File: config.mk
export PLATFORM = sky130hd
export DESIGN_NAME = sync_pattern_gate_unit_flat
export DESIGN_NICKNAME = d
export VERILOG_FILES = /design/src/sv/spg_pkg.sv /design/src/sv/spg_in_if.sv /design/src/sv/spg_out_if.sv /design/src/sv/spg_cfg_if.sv /design/src/sv/sync_pattern_gate_unit.sv /design/src/sv/spg_shift_match.sv /design/src/flat_wrapper.sv
export SDC_FILE = /design/constraint.sdc
export NUM_CORES = 1
export LEC_CHECK = 0
export ABC_AREA = 1
export BUFFER_PORTS_ARGS = -buffer_cell sky130_fd_sc_hd__buf_2
export CAP_MARGIN = 20
export CELL_PAD_IN_SITES_DETAIL_PLACEMENT = 1
export CELL_PAD_IN_SITES_GLOBAL_PLACEMENT = 1
export CORE_MARGIN = 10
export CORE_UTILIZATION = 30
export DETAILED_ROUTE_END_ITERATION = 8
export GPL_ROUTABILITY_DRIVEN = 0
export PLACE_DENSITY = 0.56
export SLEW_MARGIN = 20
export SYNTH_ARGS = -nofsm -noshare
export SYNTH_HDL_FRONTEND = slang
export SYNTH_HIERARCHICAL = 1
export SYNTH_SLANG_ARGS = --single-unit
export TNS_END_PERCENT = 5
File: constraint.sdc
create_clock -name clk_i -period 11.5 [get_ports clk_i]
set_input_delay 1.15 -clock clk_i [delete_from_list [all_inputs] [get_ports clk_i]]
set_output_delay 1.15 -clock clk_i [all_outputs]
set_load 0.02 [all_outputs]
File: src/sv/spg_pkg.sv
`timescale 1ns / 1ps
`default_nettype none
package spg_pkg;

  localparam int unsigned MaxPatternLen = 8;
  localparam int unsigned PatternW      = 64;
  localparam int unsigned CfgIdxW       = 8;
  localparam int unsigned CfgDataW      = 64;
  localparam logic [7:0]  InvertMask    = 8'hff;

  typedef enum logic [CfgIdxW-1:0] {
    REG_PATTERN_BYTES   = 8'd0,
    REG_PATTERN_LENGTH  = 8'd1,
    REG_INVERT_PATTERN  = 8'd2,
    REG_SYNC_COUNT      = 8'd3,
    REG_PASS_UNTIL_SYNC = 8'd4
  } cfg_reg_e;

  typedef enum logic [2:0] {
    ST_IDLE,
    ST_CMP,
    ST_SRCH,
    ST_FILL,
    ST_DRAIN
  } spg_state_e;

  // Byte k of the pattern word, byte 0 in the low bits.
  function automatic logic [7:0] pat_byte(logic [PatternW-1:0] pattern, logic [2:0] idx);
    logic [PatternW-1:0] sh;
    sh = pattern >> {idx, 3'b000};
    return sh[7:0];
  endfunction

endpackage
`default_nettype wire

File: src/sv/spg_in_if.sv
`timescale 1ns / 1ps
`default_nettype none
interface spg_in_if;
  logic       valid;
  logic       ready;
  logic [7:0] data_byte;

  modport source (output valid, output data_byte, input ready);
  modport sink   (input valid, input data_byte, output ready);
endinterface
`default_nettype wire

File: src/sv/spg_out_if.sv
`timescale 1ns / 1ps
`default_nettype none
interface spg_out_if;
  logic       valid;
  logic       ready;
  logic [7:0] out_byte;
  logic       last_of_run;
  logic       gate_switched;

  modport source (output valid, output out_byte, output last_of_run, output gate_switched,
                  input ready);
  modport sink   (input valid, input out_byte, input last_of_run, input gate_switched,
                  output ready);
endinterface
`default_nettype wire

File: src/sv/spg_cfg_if.sv
`timescale 1ns / 1ps
`default_nettype none
interface spg_cfg_if;
  import spg_pkg::*;
  logic                valid;
  logic                ready;
  logic [CfgIdxW-1:0]  index;
  logic [CfgDataW-1:0] data;

  modport source (output valid, output index, output data, input ready);
  modport sink   (input valid, input index, input data, output ready);
endinterface
`default_nettype wire

File: src/sv/sync_pattern_gate_unit.sv
`timescale 1ns / 1ps
`default_nettype none
// Sequence: after the input transfer, one compare per fallback step plus one, shift search
//   steps and up to 8 regenerated bytes; the results then transfer one per cycle while
//   the output is ready.
// Throughput: one byte at a time; a new byte is taken only in idle, after the last byte's
//   work and results, through the single byte comparator and the shift-match unit.
// Reset: rst_ni is asynchronous, active low; control and configuration registers take their
//   reset values (length 1, sync count 1, gate not switched, no partial match, empty buffer).
module sync_pattern_gate_unit #(
  parameter int unsigned MaxPatLen = spg_pkg::MaxPatternLen
) (
  input  wire logic  clk_i,
  input  wire logic  rst_ni,
  spg_in_if.sink     in_ch,
  spg_out_if.source  out_ch,
  spg_cfg_if.sink    cfg_ch
);
  import spg_pkg::*;

  localparam int unsigned CntW = $clog2(MaxPatLen + 1);
  localparam int unsigned IdxW = (MaxPatLen > 1) ? $clog2(MaxPatLen) : 1;

  // Configuration registers
  logic [PatternW-1:0] pattern_q;
  logic [3:0]          len_q;
  logic                invert_q;
  logic                pass_q;

  // Sequencer and datapath state
  spg_state_e          state_q, state_d;
  logic [7:0]          byte_q, byte_d;
  logic [3:0]          depth_q, depth_d;
  logic [15:0]         syncs_q, syncs_d;
  logic                sw_q, sw_d;
  logic [2:0]          shift_q, shift_d;
  logic [2:0]          fill_idx_q, fill_idx_d;
  logic [3:0]          fill_cnt_q, fill_cnt_d;
  logic                fill_ret_q, fill_ret_d;
  logic [CntW-1:0]     wr_cnt_q, wr_cnt_d;
  logic [IdxW-1:0]     rd_q, rd_d;
  logic [7:0]          buf_q [MaxPatLen];

  logic                cfg_fire, in_fire, out_fire;
  logic [3:0]          eff_len;
  logic [7:0]          cmp_byte;
  logic                hit;
  logic [3:0]          depth_inc;
  logic [15:0]         syncs_dec;
  logic                same;
  logic                found;
  logic [2:0]          shift_amt;
  logic [7:0]          fill_byte;
  logic                last_rd;
  logic                wr_en;
  logic [7:0]          wr_data;

  // Hold off input transfers while a configuration transfer is offered.
  assign cfg_fire = cfg_ch.valid && cfg_ch.ready;
  assign in_fire  = in_ch.valid && in_ch.ready;
  assign out_fire = out_ch.valid && out_ch.ready;

  // Length zero acts as one; clamp oversize lengths.
  always_comb begin
    if (len_q == 4'd0) begin
      eff_len = 4'd1;
    end else if (len_q > 4'(MaxPatLen)) begin
      eff_len = 4'(MaxPatLen);
    end else begin
      eff_len = len_q;
    end
  end

  // Shared byte comparator: current pattern byte against the held input byte.
  assign cmp_byte  = pat_byte(pattern_q, depth_q[2:0]) ^ (invert_q ? InvertMask : 8'h00);
  assign hit       = (byte_q == cmp_byte);
  assign depth_inc = depth_q + 4'd1;
  assign syncs_dec = (syncs_q != 16'd0) ? (syncs_q - 16'd1) : syncs_q;
  assign fill_byte = pat_byte(pattern_q, fill_idx_q) ^ (invert_q ? InvertMask : 8'h00);
  assign last_rd   = ((CntW'(rd_q) + CntW'(1)) == wr_cnt_q);

  // Shift search: smallest shift whose overlap agrees, or the whole held prefix.
  spg_shift_match u_shift_match (
    .pattern_i (pattern_q),
    .shift_i   (shift_q),
    .depth_i   (depth_q),
    .same_o    (same)
  );

  assign found     = same || ((4'(shift_q) + 4'd1) == depth_q);
  assign shift_amt = same ? shift_q : (shift_q + 3'd1);

  // Next state
  always_comb begin
    state_d = state_q;
    unique case (state_q)
      ST_IDLE: begin
        if (in_fire) begin
          if (sw_q) begin
            state_d = pass_q ? ST_IDLE : ST_DRAIN;
          end else begin
            state_d = ST_CMP;
          end
        end
      end
      ST_CMP: begin
        if (hit) begin
          if ((depth_inc == eff_len) &&
              ((syncs_dec == 16'd0) ? !pass_q : pass_q)) begin
            state_d = ST_FILL;
          end else begin
            state_d = (wr_cnt_q != '0) ? ST_DRAIN : ST_IDLE;
          end
        end else if (depth_q == 4'd0) begin
          state_d = (pass_q || (wr_cnt_q != '0)) ? ST_DRAIN : ST_IDLE;
        end else begin
          state_d = ST_SRCH;
        end
      end
      ST_SRCH: begin
        if (found) begin
          state_d = pass_q ? ST_FILL : ST_CMP;
        end
      end
      ST_FILL: begin
        if ((4'(fill_idx_q) + 4'd1) == fill_cnt_q) begin
          state_d = fill_ret_q ? ST_CMP : ST_DRAIN;
        end
      end
      ST_DRAIN: begin
        if (out_fire && last_rd) begin
          state_d = ST_IDLE;
        end
      end
      default: state_d = ST_IDLE;
    endcase
  end

  // Handshake and result outputs
  always_comb begin
    in_ch.ready          = (state_q == ST_IDLE) && !cfg_ch.valid;
    cfg_ch.ready         = (state_q == ST_IDLE);
    out_ch.valid         = (state_q == ST_DRAIN);
    out_ch.out_byte      = buf_q[rd_q];
    out_ch.last_of_run   = last_rd;
    out_ch.gate_switched = sw_q;
  end

  // Datapath
  always_comb begin
    byte_d     = byte_q;
    depth_d    = depth_q;
    syncs_d    = syncs_q;
    sw_d       = sw_q;
    shift_d    = shift_q;
    fill_idx_d = fill_idx_q;
    fill_cnt_d = fill_cnt_q;
    fill_ret_d = fill_ret_q;
    wr_cnt_d   = wr_cnt_q;
    rd_d       = rd_q;
    wr_en      = 1'b0;
    wr_data    = byte_q;

    if (cfg_fire) begin
      // Any known register write drops the partial match.
      unique case (cfg_ch.index)
        REG_PATTERN_BYTES, REG_PATTERN_LENGTH, REG_INVERT_PATTERN,
        REG_PASS_UNTIL_SYNC: begin
          depth_d = 4'd0;
        end
        REG_SYNC_COUNT: begin
          depth_d = 4'd0;
          syncs_d = cfg_ch.data[15:0];
          sw_d    = (cfg_ch.data[15:0] == 16'd0);
        end
        default: ;
      endcase
    end else begin
      unique case (state_q)
        ST_IDLE: begin
          if (in_fire) begin
            byte_d   = in_ch.data_byte;
            wr_cnt_d = '0;
            rd_d     = '0;
            if (sw_q) begin
              // Gate already open: drop mode forwards the byte as is.
              wr_en   = !pass_q;
              wr_data = in_ch.data_byte;
              wr_cnt_d = pass_q ? CntW'(0) : CntW'(1);
            end else if (depth_q >= eff_len) begin
              depth_d = 4'd0;
            end
          end
        end
        ST_CMP: begin
          if (hit) begin
            if (depth_inc == eff_len) begin
              // Full sync found: count it and regenerate the pattern bytes if they go out.
              syncs_d    = syncs_dec;
              depth_d    = 4'd0;
              fill_idx_d = 3'd0;
              fill_cnt_d = eff_len;
              fill_ret_d = 1'b0;
              if (syncs_dec == 16'd0) begin
                sw_d = 1'b1;
              end
            end else begin
              depth_d = depth_inc;
            end
          end else if (depth_q == 4'd0) begin
            if (pass_q) begin
              wr_en    = 1'b1;
              wr_data  = byte_q;
              wr_cnt_d = wr_cnt_q + CntW'(1);
            end
          end else begin
            shift_d = 3'd1;
          end
        end
        ST_SRCH: begin
          if (found) begin
            // Fall back; the shifted-out bytes leave only in pass mode.
            depth_d    = depth_q - 4'(shift_amt);
            fill_idx_d = 3'd0;
            fill_cnt_d = 4'(shift_amt);
            fill_ret_d = 1'b1;
          end else begin
            shift_d = shift_q + 3'd1;
          end
        end
        ST_FILL: begin
          wr_en      = 1'b1;
          wr_data    = fill_byte;
          wr_cnt_d   = wr_cnt_q + CntW'(1);
          fill_idx_d = fill_idx_q + 3'd1;
        end
        ST_DRAIN: begin
          if (out_fire) begin
            rd_d = last_rd ? IdxW'(0) : (rd_q + IdxW'(1));
            // Empty the buffer so the next run writes from slot zero.
            if (last_rd) begin
              wr_cnt_d = '0;
            end
          end
        end
        default: ;
      endcase
    end
  end

  // Configuration registers
  always_ff @(posedge clk_i or negedge rst_ni) begin
    if (!rst_ni) begin
      pattern_q  <= '0;
      len_q      <= 4'd1;
      invert_q   <= 1'b0;
      pass_q     <= 1'b0;
    end else if (cfg_fire) begin
      unique case (cfg_ch.index)
        REG_PATTERN_BYTES:   pattern_q  <= cfg_ch.data;
        REG_PATTERN_LENGTH:  len_q      <= cfg_ch.data[3:0];
        REG_INVERT_PATTERN:  invert_q   <= cfg_ch.data[0];
        REG_PASS_UNTIL_SYNC: pass_q     <= cfg_ch.data[0];
        default: ;
      endcase
    end
  end

  // Control state
  always_ff @(posedge clk_i or negedge rst_ni) begin
    if (!rst_ni) begin
      state_q    <= ST_IDLE;
      depth_q    <= 4'd0;
      syncs_q    <= 16'd1;
      sw_q       <= 1'b0;
      shift_q    <= 3'd1;
      fill_idx_q <= 3'd0;
      fill_cnt_q <= 4'd0;
      fill_ret_q <= 1'b0;
      wr_cnt_q   <= '0;
      rd_q       <= '0;
    end else begin
      state_q    <= state_d;
      depth_q    <= depth_d;
      syncs_q    <= syncs_d;
      sw_q       <= sw_d;
      shift_q    <= shift_d;
      fill_idx_q <= fill_idx_d;
      fill_cnt_q <= fill_cnt_d;
      fill_ret_q <= fill_ret_d;
      wr_cnt_q   <= wr_cnt_d;
      rd_q       <= rd_d;
    end
  end

  // Payload: held byte and result buffer
  always_ff @(posedge clk_i) begin
    byte_q <= byte_d;
    if (wr_en) begin
      buf_q[wr_cnt_q[IdxW-1:0]] <= wr_data;
    end
  end

  // A drain never starts with an empty buffer.
  a_drain_nonempty: assert property (@(posedge clk_i) disable iff (!rst_ni)
    (state_q == ST_DRAIN) |-> (wr_cnt_q != '0))
    else $error("drain with empty result buffer");

  // The buffer never holds more bytes than the longest pattern.
  a_buf_bound: assert property (@(posedge clk_i) disable iff (!rst_ni)
    wr_cnt_q <= CntW'(MaxPatLen))
    else $error("result buffer overflow");

  // Every compare uses a depth inside the effective pattern.
  a_depth_in_range: assert property (@(posedge clk_i) disable iff (!rst_ni)
    (state_q == ST_CMP) |-> (depth_q < eff_len))
    else $error("match depth beyond pattern length");

  // The final result of a run returns the sequencer to idle.
  a_last_ends_run: assert property (@(posedge clk_i) disable iff (!rst_ni)
    (out_fire && out_ch.last_of_run) |=> (state_q == ST_IDLE))
    else $error("run did not end after last result");

  // A byte taken before the gate switches always goes through a compare.
  a_accept_to_cmp: assert property (@(posedge clk_i) disable iff (!rst_ni)
    (in_fire && !sw_q) |=> (state_q == ST_CMP))
    else $error("accepted byte skipped the compare");

endmodule
`default_nettype wire

File: src/sv/spg_shift_match.sv
`timescale 1ns / 1ps
`default_nettype none
module spg_shift_match (
  input  wire logic [spg_pkg::PatternW-1:0] pattern_i,
  input  wire logic [2:0]                   shift_i,
  input  wire logic [3:0]                   depth_i,
  output logic                              same_o
);
  import spg_pkg::*;

  logic [PatternW-1:0] shifted;
  logic [7:0]          hit;

  // Compare pattern[k] against pattern[k + shift] for every k still inside the held prefix.
  always_comb begin
    shifted = pattern_i >> {shift_i, 3'b000};
    for (int k = 0; k < 8; k++) begin
      if ((4'(k) + {1'b0, shift_i}) < depth_i) begin
        hit[k] = (pattern_i[8*k +: 8] == shifted[8*k +: 8]);
      end else begin
        hit[k] = 1'b1;
      end
    end
  end

  assign same_o = &hit;

endmodule
`default_nettype wire
File: src/flat_wrapper.sv
// flat-port wrapper written by rule: the top's interface ports become plain ports
module sync_pattern_gate_unit_flat import spg_pkg::*;
#(
  parameter int unsigned MaxPatLen = spg_pkg::MaxPatternLen
)
  (clk_i, rst_ni, in_ch_valid, in_ch_data_byte, in_ch_ready, out_ch_valid, out_ch_out_byte, out_ch_last_of_run, out_ch_gate_switched, out_ch_ready, cfg_ch_valid, cfg_ch_index, cfg_ch_data, cfg_ch_ready);
  spg_in_if in_ch_i ();
  spg_out_if out_ch_i ();
  spg_cfg_if cfg_ch_i ();
  input  wire logic clk_i;
  input  wire logic rst_ni;
  input wire logic [$bits(in_ch_i.valid)-1:0] in_ch_valid;
  input wire logic [$bits(in_ch_i.data_byte)-1:0] in_ch_data_byte;
  output wire logic [$bits(in_ch_i.ready)-1:0] in_ch_ready;
  output wire logic [$bits(out_ch_i.valid)-1:0] out_ch_valid;
  output wire logic [$bits(out_ch_i.out_byte)-1:0] out_ch_out_byte;
  output wire logic [$bits(out_ch_i.last_of_run)-1:0] out_ch_last_of_run;
  output wire logic [$bits(out_ch_i.gate_switched)-1:0] out_ch_gate_switched;
  input wire logic [$bits(out_ch_i.ready)-1:0] out_ch_ready;
  input wire logic [$bits(cfg_ch_i.valid)-1:0] cfg_ch_valid;
  input wire logic [$bits(cfg_ch_i.index)-1:0] cfg_ch_index;
  input wire logic [$bits(cfg_ch_i.data)-1:0] cfg_ch_data;
  output wire logic [$bits(cfg_ch_i.ready)-1:0] cfg_ch_ready;
  assign in_ch_i.valid = in_ch_valid;
  assign in_ch_i.data_byte = in_ch_data_byte;
  assign in_ch_ready = in_ch_i.ready;
  assign out_ch_valid = out_ch_i.valid;
  assign out_ch_out_byte = out_ch_i.out_byte;
  assign out_ch_last_of_run = out_ch_i.last_of_run;
  assign out_ch_gate_switched = out_ch_i.gate_switched;
  assign out_ch_i.ready = out_ch_ready;
  assign cfg_ch_i.valid = cfg_ch_valid;
  assign cfg_ch_i.index = cfg_ch_index;
  assign cfg_ch_i.data = cfg_ch_data;
  assign cfg_ch_ready = cfg_ch_i.ready;
  sync_pattern_gate_unit #(.MaxPatLen(MaxPatLen)) u_core (.clk_i(clk_i), .rst_ni(rst_ni), .in_ch(in_ch_i), .out_ch(out_ch_i), .cfg_ch(cfg_ch_i));
endmodule
==> results.ini <==
[worst_setup_path]
crit_top_cell=nand2_1
worstSetupPathType=register to register
crit_required_ns=11.89
worstPathArrival_ns=4.96
crit_fanout=37
start_kind=register
path_cells=inv_2, buf_4, nand2_1, nand2_1, nand3_1, nand2_1, nand2_1, nand2_1, nand3_1, nor2_1, nand2_1, nand2_1, nand3_1, nor2_1, mux2i_1, ha_1, nand2_1, nor2_1, a211oi_1, xor2_1, o21ai_0, nand3_1, nand2_1
critPathSlowestCell=buf_4
end_kind=register
worst_path_largest_cell_delay_ns=0.50

[pwr]
power_switching_w=0.000996
swShare_pct=43.3
combPwrFrac_pct=40.0
ir_worst_vdd_mv=0.104
seq_power_share_pct=33.2
clkPwrFrac_pct=26.9
power_density_nw_per_um2=147
leakage_nw=7.63
p_int_w=0.00131

[sta]
fmax_mhz=219
fin_skew_ns=0.0139
maxSlewHeadroom_pct=28.6
setup_viol=0
setup_tns_ns=0
worst_slew_pin_slew_ns=1.07
hold_violations=0
rsz0062_at_grt=no
slew_viol_final=0
period_needed_ns=4.57
final.period_utilization_pct=39.7

[cts]
hold_buffers=0
cts_setup_buffers=0
clk_path_buf_depth=2
cts_root_buf=clkbuf_16
cts_made_buffers=17
insertion_delay_ns=0.50
cts_sinks=184
post_cts_resized=0
clk_pin_slew_worst_paths_ns=0.08
htree_levels=4
cts_tree=yes

[yosys]
synth_nets=2194
yosysWarningCount=6
syn_area_um2=14200
synth.ff_latch_count=184
ys_seq_area_share_pct=35.0
yosys.cell_types.count=55
synthCells=2067
synth-main-ff-cell=dfrtp_1
syn_avg_cell_area_um2=6.87
synth_edf_count=72
async_flop_share_pct=60.9

[global_route]
grt_pass1_wl_um=86100
grt_use_met2_pct=31.0
grt_overflow=0
first_global_vias=14229
busiest_layer=met2
use_met1_pct=26.9
track_usage_pct=19.6
gr-usage-met3_pct=2.88
antenna_found_initial=0
grt_start_max_net_pins=87

[floorplan]
initial_core_util_pct=30.4
rows=79
die_h_um=238
dieArea_um2=56400
core_um2=46700
io_pins=98
fp.dieW_um=238

[final_layout]
syn_to_final_growth_pct=10.1
fillers=5891
layout_commonest_cell=nand2_1
multiInputGateArea_um2=7940
seq_area_um2=4970
fin_nets=2226
final_core_util_pct=33.5
final_cell_mix=nand2_1, nand3_1, nor2_1
drive_above_1_share_pct=10.0

[detailed_routing]
drt_pass1_iterations=5
routed_wl_um=55500
ant_nets=0
route.detailed.drc=0
vias_per_cell=5.20
drt_iter0_markers=857
via_count=14154
wire_per_inst_um=20.4

[min_path]
worstHoldPathType=register to register

[run_status]
status=completed

[flow_run]
drv_cap=0

[place]
detailed_place_hpwl_um=41200
numPortBuffers=97

-- metal layers --
metal | vias up | routed length, um
li1 | 6902 | -
met1 | 6916 | 26600
met2 | 282 | 25100
met3 | 54 | 2600
met4 | 0 | 1210
met5 | - | 0
-- Yosys cell counts, drive strengths merged (8+ instances only) --
cell	instances	area, um^2
edfxtp	72	2160
a31oi	22	138
dfrtp	109	2730
clkbuf	42	158
a21oi	96	495
nand3b	24	180
o211ai	11	96.3
nor2	219	845
xnor2	13	114
buf	58	398
ha	41	513
nand2	614	2330
o22ai	9	56.3
inv	194	731
nand3	250	1260
a21o	9	67.6
xor2	32	280
nand4	27	184
o21ai	159	856
mux2	16	180
o221ai	8	70.1
-- registers in the layout, summed over array words and instances, names as in the netlist --
name / cells
u_core/buf_q: 64
u_core/byte_q: 8
u_core/depth_q: 4
u_core/fill_cnt_q: 4
u_core/fill_idx_q: 3
u_core/fill_ret_q: 1
u_core/invert_q: 1
u_core/len_q: 4
u_core/out_ch.gate_switched: 1
u_core/pass_q: 1
u_core/pattern_q: 64
u_core/rd_q: 3
u_core/shift_q: 3
u_core/state_q: 3
u_core/syncs_q: 16
u_core/wr_cnt_q: 4
-- area by class of cell --
cell class	instances	area share, %
Antenna cell	1	0.0160
Clock buffer	17	2.72
Clock inverter	15	1.14
Inverter	199	4.80
Multi-Input combinational cell	1584	50.8
Sequential cell	184	31.8
Tap cell	607	4.86
Timing Repair Buffer	113	3.89
-- worst paths after layout --
path                                    from           endpoint  slack (ns)  cells past startpoint
min in group asynchronous             rst_ni  u_core/state_q[0]        0.56                      1
min                          u_core/len_q[0]    u_core/len_q[0]        0.50                      2
min reg2reg                  u_core/len_q[0]    u_core/len_q[0]        0.50                      2
max in group asynchronous             rst_ni  u_core/depth_q[0]        9.89                      2
max                        u_core/shift_q[0]  u_core/depth_q[3]        6.93                     23
max reg2reg                u_core/shift_q[0]  u_core/depth_q[3]        6.93                     23
-- worst max-delay path: cells and delay by family (launching register included) --
family | cells | cell delay [ns]
buf+inv | 2 | 0.98
xor+xnor | 1 | 0.19
compound gates | 2 | 0.31
fa+ha+maj | 1 | 0.31
mux | 1 | 0.41
flops | 1 | 0.38
simple gates | 16 | 1.83
-- power by group through the flow --
stage / registers (W) / clock network (W) / logic, W
after floorplan: 0.000761 / 0 / 0.000664
after global placement: 0.000776 / 0 / 0.000901
after detailed placement: 0.000777 / 0 / 0.000919
after CTS: 0.000763 / 0.000641 / 0.000923
after global routing: 0.000767 / 0.000660 / 0.00104
final: 0.000763 / 0.000619 / 0.000920
-- metrics by stage --
step	setup slack (ns)	instance area, um^2	power, W	hold slack, ns	std cells
2_1_floorplan	7.83	14200	0.00142	0.459	2067
3_3_place_gp	7.09	15000	0.00168	0.485	2687
3_5_place_dp	7.01	15000	0.00170	0.490	2687
4_1_cts	7.02	15600	0.00233	0.502	2719
5_1_grt	6.52	15600	0.00247	0.517	2719
6_report	6.93	15600	0.00230	0.496	2720
-- logic make-up (layout without fill, tap and decap cells) --
logic type,after synthesis,count (layout),synth area share [%]
and+or+nand+nor,1150,1150,34.5
AOI/OAI and AO/OA,330,330,13.4
buffers and inverters,299,344,9.19
DFF,184,184,35.0
xor gates and xnor gates,45,45,2.78
adders and majority gates,42,42,3.75
muxes,17,17,1.34
other,0,1,0
Note: power is estimated with default switching activity, not from simulation.
